[config.mk]
export PLATFORM = sky130hd
export DESIGN_NAME = http_body_chunked_decoder_unit
export DESIGN_NICKNAME = d
export VERILOG_FILES = /design/src/rtl/hbcd_pkg.sv /design/src/rtl/hbcd_core.sv /design/src/rtl/hbcd_out_reg.sv /design/src/rtl/http_body_chunked_decoder_unit.sv
export VERILOG_INCLUDE_DIRS = /design/src /design/src/rtl
export SDC_FILE = /design/constraint.sdc
export NUM_CORES = 1
export LEC_CHECK = 0
export ABC_AREA = 1
export BUFFER_PORTS_ARGS = -buffer_cell sky130_fd_sc_hd__buf_2
export CORE_MARGIN = 4
export CORE_UTILIZATION = 62
export CTS_CLUSTER_DIAMETER = 120
export DETAILED_ROUTE_END_ITERATION = 6
export PLACE_DENSITY = 0.86
export SYNTH_ARGS = -nofsm -noshare
export SYNTH_HDL_FRONTEND = slang
export SYNTH_HIERARCHICAL = 1
export SYNTH_SLANG_ARGS = --single-unit
[constraint.sdc]
create_clock -name i_clk -period 3 [get_ports i_clk]
set_clock_uncertainty 0.05 [all_clocks]
set_input_delay 0.45 -clock i_clk [delete_from_list [all_inputs] [get_ports i_clk]]
set_output_delay 0.45 -clock i_clk [all_outputs]
set_load 0.05 [all_outputs]
[src/rtl/assert_macros.svh]
// ----------------------------------------------------------------------------
// Assertion macros
// Shared concurrent assertion shorthands for the chunked body decoder.
// ----------------------------------------------------------------------------
`ifndef ASSERT_MACROS_SVH
`define ASSERT_MACROS_SVH

// Same-cycle implication, disabled while reset is asserted (active low)
`define ASSERT_IMP(lbl, clk, rst_n, ante, cons, msg) \
    lbl: assert property (@(posedge clk) disable iff (!(rst_n)) (ante) |-> (cons)) \
        else $error(msg);

// Next-cycle implication, disabled while reset is asserted (active low)
`define ASSERT_NEXT(lbl, clk, rst_n, ante, cons, msg) \
    lbl: assert property (@(posedge clk) disable iff (!(rst_n)) (ante) |=> (cons)) \
        else $error(msg);

`endif

[src/rtl/hbcd_pkg.sv]
// ----------------------------------------------------------------------------
// hbcd_pkg
// Shared types and codes of the HTTP body chunked decoder.
// ----------------------------------------------------------------------------
`default_nettype none

package hbcd_pkg;

    // Result kinds
    typedef enum logic [1:0] {
        KIND_DATA  = 2'd0,
        KIND_END   = 2'd1,
        KIND_ERROR = 2'd2
    } t_kind;

    // Configuration register indexes
    localparam logic CFG_CHUNKED_MODE   = 1'b0;
    localparam logic CFG_CONTENT_LENGTH = 1'b1;

    // One result item plus its valid flag
    typedef struct packed {
        logic       valid;
        t_kind      kind;
        logic [7:0] data;
        logic       body_end;
    } t_result;

endpackage

`default_nettype wire

[src/rtl/hbcd_core.sv]
// ----------------------------------------------------------------------------
// hbcd_core
// Decode state machine: one registered byte per cycle while i_fire is high, counters for chunk
// size and body length, combinational result for the output register.
// ----------------------------------------------------------------------------
`default_nettype none
`include "assert_macros.svh"

module hbcd_core #(
    parameter int COUNT_WIDTH = 32
) (
    input  wire logic              i_clk,
    input  wire logic              i_rst_n,
    input  wire logic              i_fire,
    input  wire logic [7:0]        i_byte,
    input  wire logic              i_chunked_mode,
    input  wire logic [31:0]       i_content_length,
    output hbcd_pkg::t_result      o_res
);

    localparam int CMP_W = (COUNT_WIDTH > 32) ? COUNT_WIDTH : 32;

    localparam logic [7:0] CHAR_CR    = 8'h0D;
    localparam logic [7:0] CHAR_LF    = 8'h0A;
    localparam logic [7:0] CHAR_SPACE = 8'h20;
    localparam logic [7:0] CHAR_TAB   = 8'h09;

    typedef enum logic [2:0] {
        PH_SIZE   = 3'd0,
        PH_EXT    = 3'd1,
        PH_EXT_CR = 3'd2,
        PH_DATA   = 3'd3,
        PH_TAIL1  = 3'd4,
        PH_TAIL2  = 3'd5,
        PH_DONE   = 3'd6
    } t_phase;

    // Hex digit decode: bit 4 flags a valid digit
    function automatic logic [4:0] hex_decode(input logic [7:0] b);
        logic [4:0] r;
        r = 5'd0;
        if (b >= 8'h30 && b <= 8'h39) begin
            r = {1'b1, 4'(b - 8'h30)};
        end else if (b >= 8'h61 && b <= 8'h66) begin
            r = {1'b1, 4'(b - 8'h57)};
        end else if (b >= 8'h41 && b <= 8'h46) begin
            r = {1'b1, 4'(b - 8'h37)};
        end
        return r;
    endfunction

    t_phase                 r_phase, n_phase;
    logic [COUNT_WIDTH-1:0] r_chunk, n_chunk;
    logic [COUNT_WIDTH-1:0] r_count, n_count;
    logic                   r_digit, n_digit;

    logic [4:0]             hex;
    logic [COUNT_WIDTH-1:0] count_inc;
    logic [CMP_W-1:0]       count_ext;
    logic [CMP_W-1:0]       inc_ext;
    logic [CMP_W-1:0]       len_ext;
    hbcd_pkg::t_result      res;

    assign hex       = hex_decode(i_byte);
    assign count_inc = r_count + 1'b1;
    assign count_ext = CMP_W'(r_count);
    assign inc_ext   = CMP_W'(count_inc);
    assign len_ext   = CMP_W'(i_content_length);

    // Next state and result for the current byte
    always_comb begin
        n_phase = r_phase;
        n_chunk = r_chunk;
        n_count = r_count;
        n_digit = r_digit;
        res     = '{valid: 1'b0, kind: hbcd_pkg::KIND_DATA, data: 8'd0, body_end: 1'b0};

        if (!i_chunked_mode) begin
            // Length mode: forward until content length is reached
            priority if (r_phase == PH_DONE || count_ext >= len_ext || (&r_count)) begin
                n_phase   = PH_DONE;
                res.valid = 1'b1;
                res.kind  = hbcd_pkg::KIND_ERROR;
            end else begin
                n_count       = count_inc;
                res.valid     = 1'b1;
                res.data      = i_byte;
                if (inc_ext == len_ext) begin
                    n_phase      = PH_DONE;
                    res.body_end = 1'b1;
                end
            end
        end else begin
            unique case (r_phase)
                PH_SIZE: begin
                    // Accumulate hex digits, skip leading blanks, flag a size overflow as an error
                    priority if (hex[4]) begin
                        if (r_chunk[COUNT_WIDTH-1 -: 4] != 4'd0) begin
                            n_phase   = PH_DONE;
                            res.valid = 1'b1;
                            res.kind  = hbcd_pkg::KIND_ERROR;
                        end else begin
                            n_chunk = {r_chunk[COUNT_WIDTH-5:0], hex[3:0]};
                            n_digit = 1'b1;
                        end
                    end else if (!r_digit && (i_byte == CHAR_SPACE || i_byte == CHAR_TAB)) begin
                        n_phase = PH_SIZE;
                    end else begin
                        n_phase = (i_byte == CHAR_CR) ? PH_EXT_CR : PH_EXT;
                    end
                end
                PH_EXT: begin
                    // Drop extension bytes until CR
                    if (i_byte == CHAR_CR) begin
                        n_phase = PH_EXT_CR;
                    end
                end
                PH_EXT_CR: begin
                    priority if (i_byte == CHAR_LF) begin
                        n_digit = 1'b0;
                        if (r_chunk == '0) begin
                            n_phase      = PH_DONE;
                            res.valid    = 1'b1;
                            res.kind     = hbcd_pkg::KIND_END;
                            res.body_end = 1'b1;
                        end else begin
                            n_phase = PH_DATA;
                        end
                    end else if (i_byte != CHAR_CR) begin
                        n_phase = PH_EXT;
                    end else begin
                        n_phase = PH_EXT_CR;
                    end
                end
                PH_DATA: begin
                    // Forward chunk data, count down the chunk size
                    if (r_chunk != '0) begin
                        n_chunk = r_chunk - 1'b1;
                    end
                    if (r_chunk <= COUNT_WIDTH'(1)) begin
                        n_phase = PH_TAIL1;
                    end
                    res.valid = 1'b1;
                    res.data  = i_byte;
                end
                PH_TAIL1: begin
                    n_phase = PH_TAIL2;
                end
                PH_TAIL2: begin
                    n_phase = PH_SIZE;
                    n_chunk = '0;
                    n_digit = 1'b0;
                end
                default: begin
                    n_phase   = PH_DONE;
                    res.valid = 1'b1;
                    res.kind  = hbcd_pkg::KIND_ERROR;
                end
            endcase
        end
    end

    // Hold state, advance on each processed byte
    always_ff @(posedge i_clk) begin
        if (!i_rst_n) begin
            r_phase <= PH_SIZE;
            r_chunk <= '0;
            r_count <= '0;
            r_digit <= 1'b0;
        end else if (i_fire) begin
            r_phase <= n_phase;
            r_chunk <= n_chunk;
            r_count <= n_count;
            r_digit <= n_digit;
        end
    end

    assign o_res = res;

    `ASSERT_NEXT(a_error_ends_body, i_clk, i_rst_n,
        i_fire && res.valid && res.kind == hbcd_pkg::KIND_ERROR,
        r_phase == PH_DONE, "error result did not move phase to done")
    `ASSERT_IMP(a_data_holds_count, i_clk, i_rst_n,
        r_phase == PH_DATA, r_chunk != '0, "data phase with empty chunk count")
    `ASSERT_IMP(a_nondata_clean, i_clk, i_rst_n,
        res.valid && res.kind != hbcd_pkg::KIND_DATA,
        res.data == 8'd0 && (res.body_end == (res.kind == hbcd_pkg::KIND_END)),
        "non-data result carries data or wrong end flag")

endmodule

`default_nettype wire

[src/rtl/hbcd_out_reg.sv]
// ----------------------------------------------------------------------------
// hbcd_out_reg
// Result register: holds one result until the downstream side takes it.
// ----------------------------------------------------------------------------
`default_nettype none

module hbcd_out_reg (
    input  wire logic              i_clk,
    input  wire logic              i_rst_n,
    input  wire logic              i_load,
    input  wire hbcd_pkg::t_result i_res,
    input  wire logic              i_out_stall,
    output logic                   o_space,
    output logic                   o_out_valid,
    output logic [1:0]             o_kind,
    output logic [7:0]             o_data_byte,
    output logic                   o_body_end
);

    logic              r_valid;
    hbcd_pkg::t_result r_res;

    // Free when empty or when the held result leaves this cycle
    assign o_space = !r_valid || !i_out_stall;

    // Load a new result, or drop the held one once taken
    always_ff @(posedge i_clk) begin
        if (!i_rst_n) begin
            r_valid <= 1'b0;
        end else if (i_load) begin
            r_valid <= i_res.valid;
        end else if (!i_out_stall) begin
            r_valid <= 1'b0;
        end
    end

    // Payload holds while stalled
    always_ff @(posedge i_clk) begin
        if (i_load && i_res.valid) begin
            r_res <= i_res;
        end
    end

    assign o_out_valid = r_valid;
    assign o_kind      = r_res.kind;
    assign o_data_byte = r_res.data;
    assign o_body_end  = r_res.body_end;

endmodule

`default_nettype wire

[src/rtl/http_body_chunked_decoder_unit.sv]
// Path: each accepted byte is held in the input register, then decoded
// into the result register.
// Throughput: one byte per cycle, limited only by output stall; bytes that
// produce no result (size line, trailing CR LF) still wait for room in the result register.
// Reset: synchronous active-low i_rst_n clears both pipeline valid flags,
// decode state (size-digit phase, zero counters) and config registers.
// ----------------------------------------------------------------------------
// http_body_chunked_decoder_unit
// HTTP/1.1 request body decoder, length or chunked transfer encoding.
// ----------------------------------------------------------------------------
`default_nettype none

module http_body_chunked_decoder_unit #(
    parameter int COUNT_WIDTH = 32
) (
    input  wire logic        i_clk,
    input  wire logic        i_rst_n,
    // Configuration write channel
    input  wire logic        i_cfg_valid,
    output logic             o_cfg_ready,
    input  wire logic        i_cfg_index,
    input  wire logic [31:0] i_cfg_data,
    // Input request channel
    input  wire logic        i_in_valid,
    output logic             o_in_stall,
    input  wire logic [7:0]  i_rx_byte,
    // Result channel
    output logic             o_out_valid,
    input  wire logic        i_out_stall,
    output logic [1:0]       o_kind,
    output logic [7:0]       o_data_byte,
    output logic             o_body_end
);

    logic              r_chunked_mode;
    logic [31:0]       r_content_length;
    logic              r_in_valid, n_in_valid;
    logic [7:0]        r_in_byte;
    logic              space;
    logic              move;
    hbcd_pkg::t_result res;

    // Configuration registers, always ready
    assign o_cfg_ready = 1'b1;

    always_ff @(posedge i_clk) begin
        if (!i_rst_n) begin
            r_chunked_mode   <= 1'b0;
            r_content_length <= 32'd0;
        end else if (i_cfg_valid) begin
            unique case (i_cfg_index)
                hbcd_pkg::CFG_CHUNKED_MODE:   r_chunked_mode   <= i_cfg_data[0];
                hbcd_pkg::CFG_CONTENT_LENGTH: r_content_length <= i_cfg_data;
                default:                      r_chunked_mode   <= r_chunked_mode;
            endcase
        end
    end

    // Input register: advance when the result side has room
    assign move       = r_in_valid && space;
    assign o_in_stall = r_in_valid && !space;
    assign n_in_valid = (i_in_valid && !o_in_stall) || (r_in_valid && !move);

    always_ff @(posedge i_clk) begin
        if (!i_rst_n) begin
            r_in_valid <= 1'b0;
        end else begin
            r_in_valid <= n_in_valid;
        end
    end

    always_ff @(posedge i_clk) begin
        if (i_in_valid && !o_in_stall) begin
            r_in_byte <= i_rx_byte;
        end
    end

    hbcd_core #(
        .COUNT_WIDTH (COUNT_WIDTH)
    ) u_core (
        .i_clk            (i_clk),
        .i_rst_n          (i_rst_n),
        .i_fire           (move),
        .i_byte           (r_in_byte),
        .i_chunked_mode   (r_chunked_mode),
        .i_content_length (r_content_length),
        .o_res            (res)
    );

    hbcd_out_reg u_out_reg (
        .i_clk       (i_clk),
        .i_rst_n     (i_rst_n),
        .i_load      (move),
        .i_res       (res),
        .i_out_stall (i_out_stall),
        .o_space     (space),
        .o_out_valid (o_out_valid),
        .o_kind      (o_kind),
        .o_data_byte (o_data_byte),
        .o_body_end  (o_body_end)
    );

endmodule

`default_nettype wire

# --- Word-level counts from Yosys, hierarchy flattened ---
# Cells that the tools add are included.
word_totals:
  out_inout_bits: 14
  reg_bits: 122
  word_cells: 124
  ramBits: 0
  latchBits: 0
  memories: 0
  input_bits: 46
  rom_bits: 0
classes:
  bitwise: 3
  mul: 0
  reduce_logical: 36
  addsub: 5
  shift: 0
  mux: 40
  n_lt_le_gt_ge: 8
  div: 0
  eq_ne: 20
op_table:
  columns: ["op", "n"]
  rows:
  - ["two-way mux 32 bit", 3]
  - ["one-hot mux 32 bit (3 select lines)", 1]
  - ["two-way mux 3 bit", 14]
  - ["adder 32 x 1 -> 32 bit (second input constant)", 1]
  - ["equality test 32 bit", 1]
  - ["greater-or-equal comparator 32 bit", 1]
  - ["<= comparator 32 x 1 -> 1 bit (second input constant)", 1]
  - ["zero test 32 bit", 1]
  - ["AND reduction 32 bit", 1]
  - ["nonzero test 32 bit", 1]
  - ["subtractor 32 x 1 -> 32 bit (second input constant)", 1]
  - ["equality test 8 x 4 -> 1 bit (second input constant)", 3]
  - ["one-hot mux 3 bit (6 select lines)", 1]
  - ["greater-or-equal comparator 8 x 7 -> 1 bit (second input constant)", 2]
  - ["<= comparator 8 x 7 -> 1 bit (second input constant)", 2]
  - ["two-way mux 5 bit", 3]
  - ["two-way mux 12 bit", 1]
  - ["AND reduction 6 bit", 2]
  - ["equality test 3 bit (second input constant)", 3]
  - ["logical AND 1 bit", 9]
  - ["two-way mux 1 bit", 9]
  - ["two-way mux 9 bit", 1]
  - ["nonzero test 3 bit", 3]
  - ["equality test 8 x 6 -> 1 bit (second input constant)", 1]
  - ["25 further kinds", 46]

# --- Logic depth before layout (Yosys ltp) ---
depth:
  word_depth: 9
  ltp_mapped: 19
  mapped_depth_nobuf: 19

# --- Cells and area by module ---
# Netlist, hierarchy kept.
by_module_without_submodules:
  columns: ["mod", "area_each_um2", "seq_area_each_um2", "cells_each", "n_inst"]
  rows:
  - ["hbcd_core", 6510.0, 1361.3, 1107, 1]
  - ["http_body_chunked_decoder_unit", 1580.3, 920.9, 170, 1]
  - ["hbcd_out_reg", 387.9, 350.3, 19, 1]

# --- Least setup slack after synthesis ---
# No wires, ideal clock.
synth_timing:
  path_type: "register to register"
  start: "register r_in_byte[0]"
  end: "register u_out_reg.r_res (netlist bit u_out_reg/o_body_end), enable pin"
  required_time_ps: 2611
  path_buffers: 0
  slack_ps: 775
  synth_period_minus_slack_ps: 2225
  arrival_ps: 1836
  path_stages_with_launch: 13
  setup_time_ps: 339
  cell_sequence: "edfxtp_1 -> inv_1 -> ha_1 -> nand2_1 -> a31oi_1 -> inv_1 -> nand2_2 -> nand2_1 -> inv_1 -> nand2_1 -> o2111ai_1 -> nand2_1 -> inv_1"
synth_lines:
  columns: ["element", "line", "source"]
  rows:
  - ["from (decl)", "http_body_chunked_decoder_unit.sv:38", "logic [7:0] r_in_byte;"]
  - ["from (signal assigned)", "http_body_chunked_decoder_unit.sv:74", "r_in_byte <= i_rx_byte;"]
  - ["to (signal assigned)", "hbcd_out_reg.sv:40", "r_res <= i_res;"]
  - ["to (decl)", "hbcd_out_reg.sv:21", "hbcd_pkg::t_result r_res;"]

# --- Final worst setup path ---
layout_timing:
  start: "register r_in_byte[0]"
  end: "register u_core.r_chunk[7]"
layout_via:
  elab_chain_cells: 7
  word_cells_on_any_way: 14
  classes_between: "order compare (6); eq/ne (1); mux (3); reduce/logical (4)"
layout_lines:
  columns: ["element", "line", "source"]
  rows:
  - ["greater-or-equal comparator 8 x 7 -> 1 bit or <= comparator 8 x 7 -> 1 bit (tied branches)", "hbcd_core.sv:46", "end else if (b >= 8'h41 && b <= 8'h46) begin"]
  - ["logical AND 1 bit", "hbcd_core.sv:46", null]
  - ["two-way mux 5 bit", "hbcd_core.sv:46", null]
  - ["two-way mux 5 bit", "hbcd_core.sv:44", "end else if (b >= 8'h61 && b <= 8'h66) begin"]
  - ["two-way mux 5 bit (*)", "hbcd_core.sv:42", "if (b >= 8'h30 && b <= 8'h39) begin"]
  - ["!= test 2 x 1 -> 1 bit (no source line) (*)", null, null]
  - ["AND reduction 6 bit (no source line) (*)", null, null]
  - ["to (signal assigned)", "hbcd_core.sv:172", "r_chunk <= n_chunk;"]
  - ["to (decl)", "hbcd_core.sv:53", "logic [COUNT_WIDTH-1:0] r_chunk, n_chunk;"]
# Every way passes the cells marked *; elsewhere a longest branch is shown, timed or not.
# A chain may end at the register's enable or synchronous reset.

==> run_results.csv <==
group,metric,value,unit
floorplan,rows,42,
timing,setup_viol,0,
timing,hold_viol_final,0,
drt,wirelength,23.4,mm
pwr,cellLeakagePower,4.08,nW
floorplan,dieArea,15600,sq um
drt,vias,9007,
yosys,synth-seq-area-share,31.1,%
worst_setup_path,reg2reg_setup_slack,0.33,ns
clock_network,cts_hold_buf,0,
worst_setup_path,cp_max_fo,22,
drt,drtPass1Iterations,7,
drt,drc,0,
clock_network,h-tree-depth,4,
timing,finalMaxSlewViolations,0,
worst_setup_path,cp-start-kind,"flip-flop",
floorplan,initial_core_util,63.8,%
final_layout,final_common_cell,"nand2_1",
final_layout,fin_nets,1431,
grt,grt_pass1_vias,8277,
drt,postRouteAntennaNets,0,
yosys,avgSynthCellArea,6.54,sq um
yosys,synthArstFlopShare,0,%
final_layout,drive_gt1_share,11.6,%
placement,dp_cells,1503,
timing,fin_crit,2.67,ns
clock_network,clk_path_buf_depth,2,
worst_setup_path,path_delay_family,"compound AO/OA/AOI/OAI gates",
clock_network,numCtsBuffers,17,
timing,max_freq,375,MHz
clock_network,cts_root_buffer,"clkbuf_16",
final_layout,antennaDiodeCount,0,
drt,wire_per_inst,15.2,um
final_layout,multi_input_area,5030,sq um
floorplan,die_w,125,um
timing,fin_hold_ws,0.161,ns
yosys,netlist_instances,1296,
pwr,p_per_area,687,nW/um^2
yosys,syn-num-nets,1381,
worst_setup_path,critPathKind,"flip-flop to flip-flop",
timing,fin_crit_sh,88.9,%
placement,port_buffers,58,
grt,grt_util_all_layers,29.7,%
yosys,syn_area,8480,sq um
floorplan,io_pins,60,
worst_setup_path,path_cells,"inv_1, ha_1, nand2_1, a31oi_1, inv_1, nand2_2, inv_1, o21ai_1, o21ai_1, nor2_4, inv_2, o21ai_0, a21oi_1",
placement,gp_congestion,0.981,
worst_setup_path,max_stage_delay,0.42,ns
final_layout,area_delta_synth_final,11.4,%
floorplan,core_region_area,13300,sq um
final_layout,layout_common_cells,"298 x nand2_1, 145 x inv_1, 141 x nor2_1, 141 x nand3_1, 134 x a21oi_1",
yosys,synth_edf_count,19,
worst_setup_path,critPathSlowestCell,"edfxtp_1",
final_layout,fillers,1165,
timing,setup_tns,0,ns
floorplan,dieHeight,125,um
placement,hpwl,16.9,mm
final_layout,instances_no_fill,1535,
drt,avgViaCountPerCell,5.87,
timing,slew_headroom,27.1,%
yosys,synth-seq-cells,122,
worst_setup_path,end_kind,"flip-flop",
yosys,yosysWarnings,6,
grt,antenna_found_initial,0,
grt,grt_pass1_wl,38.9,mm
worst_setup_path,crit_top_cell,"inv_1",
yosys,synth_cell_types,48,
worst_setup_path,worstPathArrival,2.90,ns
clock_network,ctsResizeCount,0,
pwr,irDropWorstVdd,0.539,mV
run,maxCapViolCount,0,
clock_network,insertion_delay,0.42,ns
outcome,status,"completed",
drt,drt-initial-drc-count,977,
timing,worst_pin_slew,1.09,ns
clock_network,cts_sinks,122,
yosys,synthFlopType,"dfxtp_1",
clock_network,cts_setup_buffers,0,
final_layout,seq_area,2630,sq um
clock_network,clk_pin_slew,0.06,ns
timing,rsz0062_at_grt,"no",
clock_network,cts_tree,"done",
grt,grt_max_degree,46,
hold_path,min_path_type,"input pin to flip-flop",
grt,overflow,0,
worst_setup_path,path_buf_inv,4,
worst_setup_path,required,3.24,ns
## cells in the mapped netlist, types with 4 or more instances
master / instances / area share, %
nor4_1: 6 / 0.44
nand2_1: 298 / 13
dfxtp_1: 103 / 24
nand3_2: 4 / 0.47
o21ai_1: 5 / 0.30
inv_1: 145 / 6.4
o22ai_1: 7 / 0.52
ha_1: 39 / 5.8
nor2_1: 142 / 6.3
nor2_4: 12 / 1.6
buf_2: 11 / 0.65
a21oi_1: 135 / 8.0
nor2_2: 9 / 0.66
xnor2_1: 4 / 0.41
nor3_1: 15 / 0.89
edfxtp_1: 19 / 6.7
o21ai_0: 79 / 4.7
xor2_1: 12 / 1.2
inv_2: 6 / 0.27
nand4_1: 18 / 1.3
nand2_2: 12 / 0.89
nand3_1: 141 / 8.3
a211oi_1: 5 / 0.44
buf_6: 11 / 1.5
clkbuf_1: 13 / 0.58
## cell type report
cell class / count / share of cell area [%]
Clock buffer: 22 / 5.14
Clock inverter: 10 / 1.21
Sequential cell: 122 / 27.9
Multi-Input combinational cell: 981 / 53.3
Inverter: 153 / 6.08
Timing Repair Buffer: 71 / 4.11
Tap cell: 176 / 2.33
## sequential cells by signal, indices dropped and copies added, names as in the netlist
register               flops
r_content_length          32
u_core/count_ext          32
u_core/r_chunk            32
r_in_byte                  8
u_out_reg/o_data_byte      8
u_core/r_phase             3
u_out_reg/o_kind           2
r_chunked_mode             1
r_in_valid                 1
u_core/r_digit             1
u_out_reg/o_body_end       1
u_out_reg/o_out_valid      1
## stage by stage
step | power, mW | worst slack (ns) | area [sq um] | utilization, %
6_report | 6.49 | 0.334 | 9450 | 71.0
5_1_grt | 6.90 | 0.0967 | 9450 | 71.0
4_1_cts | 6.44 | 0.219 | 9440 | 71.0
3_5_place_dp | 4.34 | 0.298 | 8840 | 66.5
3_3_place_gp | 4.29 | 0.267 | 8840 | 66.5
2_1_floorplan | 3.80 | 0.775 | 8480 | -
## routing by layer
metal	global-route usage, %	wire length (um)
met1	36.6	9720
met3	5.29	1540
met4	11.5	666
met5	0	0
met2	51.8	11400
## kinds of logic after synthesis
family	count (synthesis)	share of synthesized area, %
compound gates	256	16.3
xor+xnor	16	1.65
fa+ha+maj	39	5.76
buf+inv	193	9.74
flops	122	31.1
other cells	1	0.0442
simple gates	669	35.5
## worst reg2reg max path, cell delays in order (launching register included)
cell and delay, ns:
edfxtp_1 0.42, inv_1 0.18, ha_1 0.20, nand2_1 0.07, a31oi_1 0.24, inv_1 0.14, nand2_2 0.10, inv_1 0.06
o21ai_1 0.16, o21ai_1 0.13, nor2_4 0.23, inv_2 0.23, o21ai_0 0.25, a21oi_1 0.08
## report_power, final
group          internal [mW]  leakage, nW  total [mW]  switching (mW)
Combinational          0.771         2.78        2.22            1.45
Clock                   1.31        0.284        2.07           0.760
Sequential              1.89         1.02        2.19           0.298
Total                   3.98         4.08        6.49            2.51
## path summary, 6_finish.rpt
path	depth (start not counted)	end	from
setup / recovery	13	u_core/r_chunk[7]$_SDFFE_PN0P_	r_in_byte[0]$_DFFE_PP_
hold / removal	1	r_in_byte[5]$_DFFE_PP_	i_rx_byte[5]
setup reg to reg	13	u_core/r_chunk[7]$_SDFFE_PN0P_	r_in_byte[0]$_DFFE_PP_
hold reg to reg	2	r_content_length[4]$_SDFFE_PN0P_	r_content_length[4]$_SDFFE_PN0P_
Power figures use the tool's default switching activity.
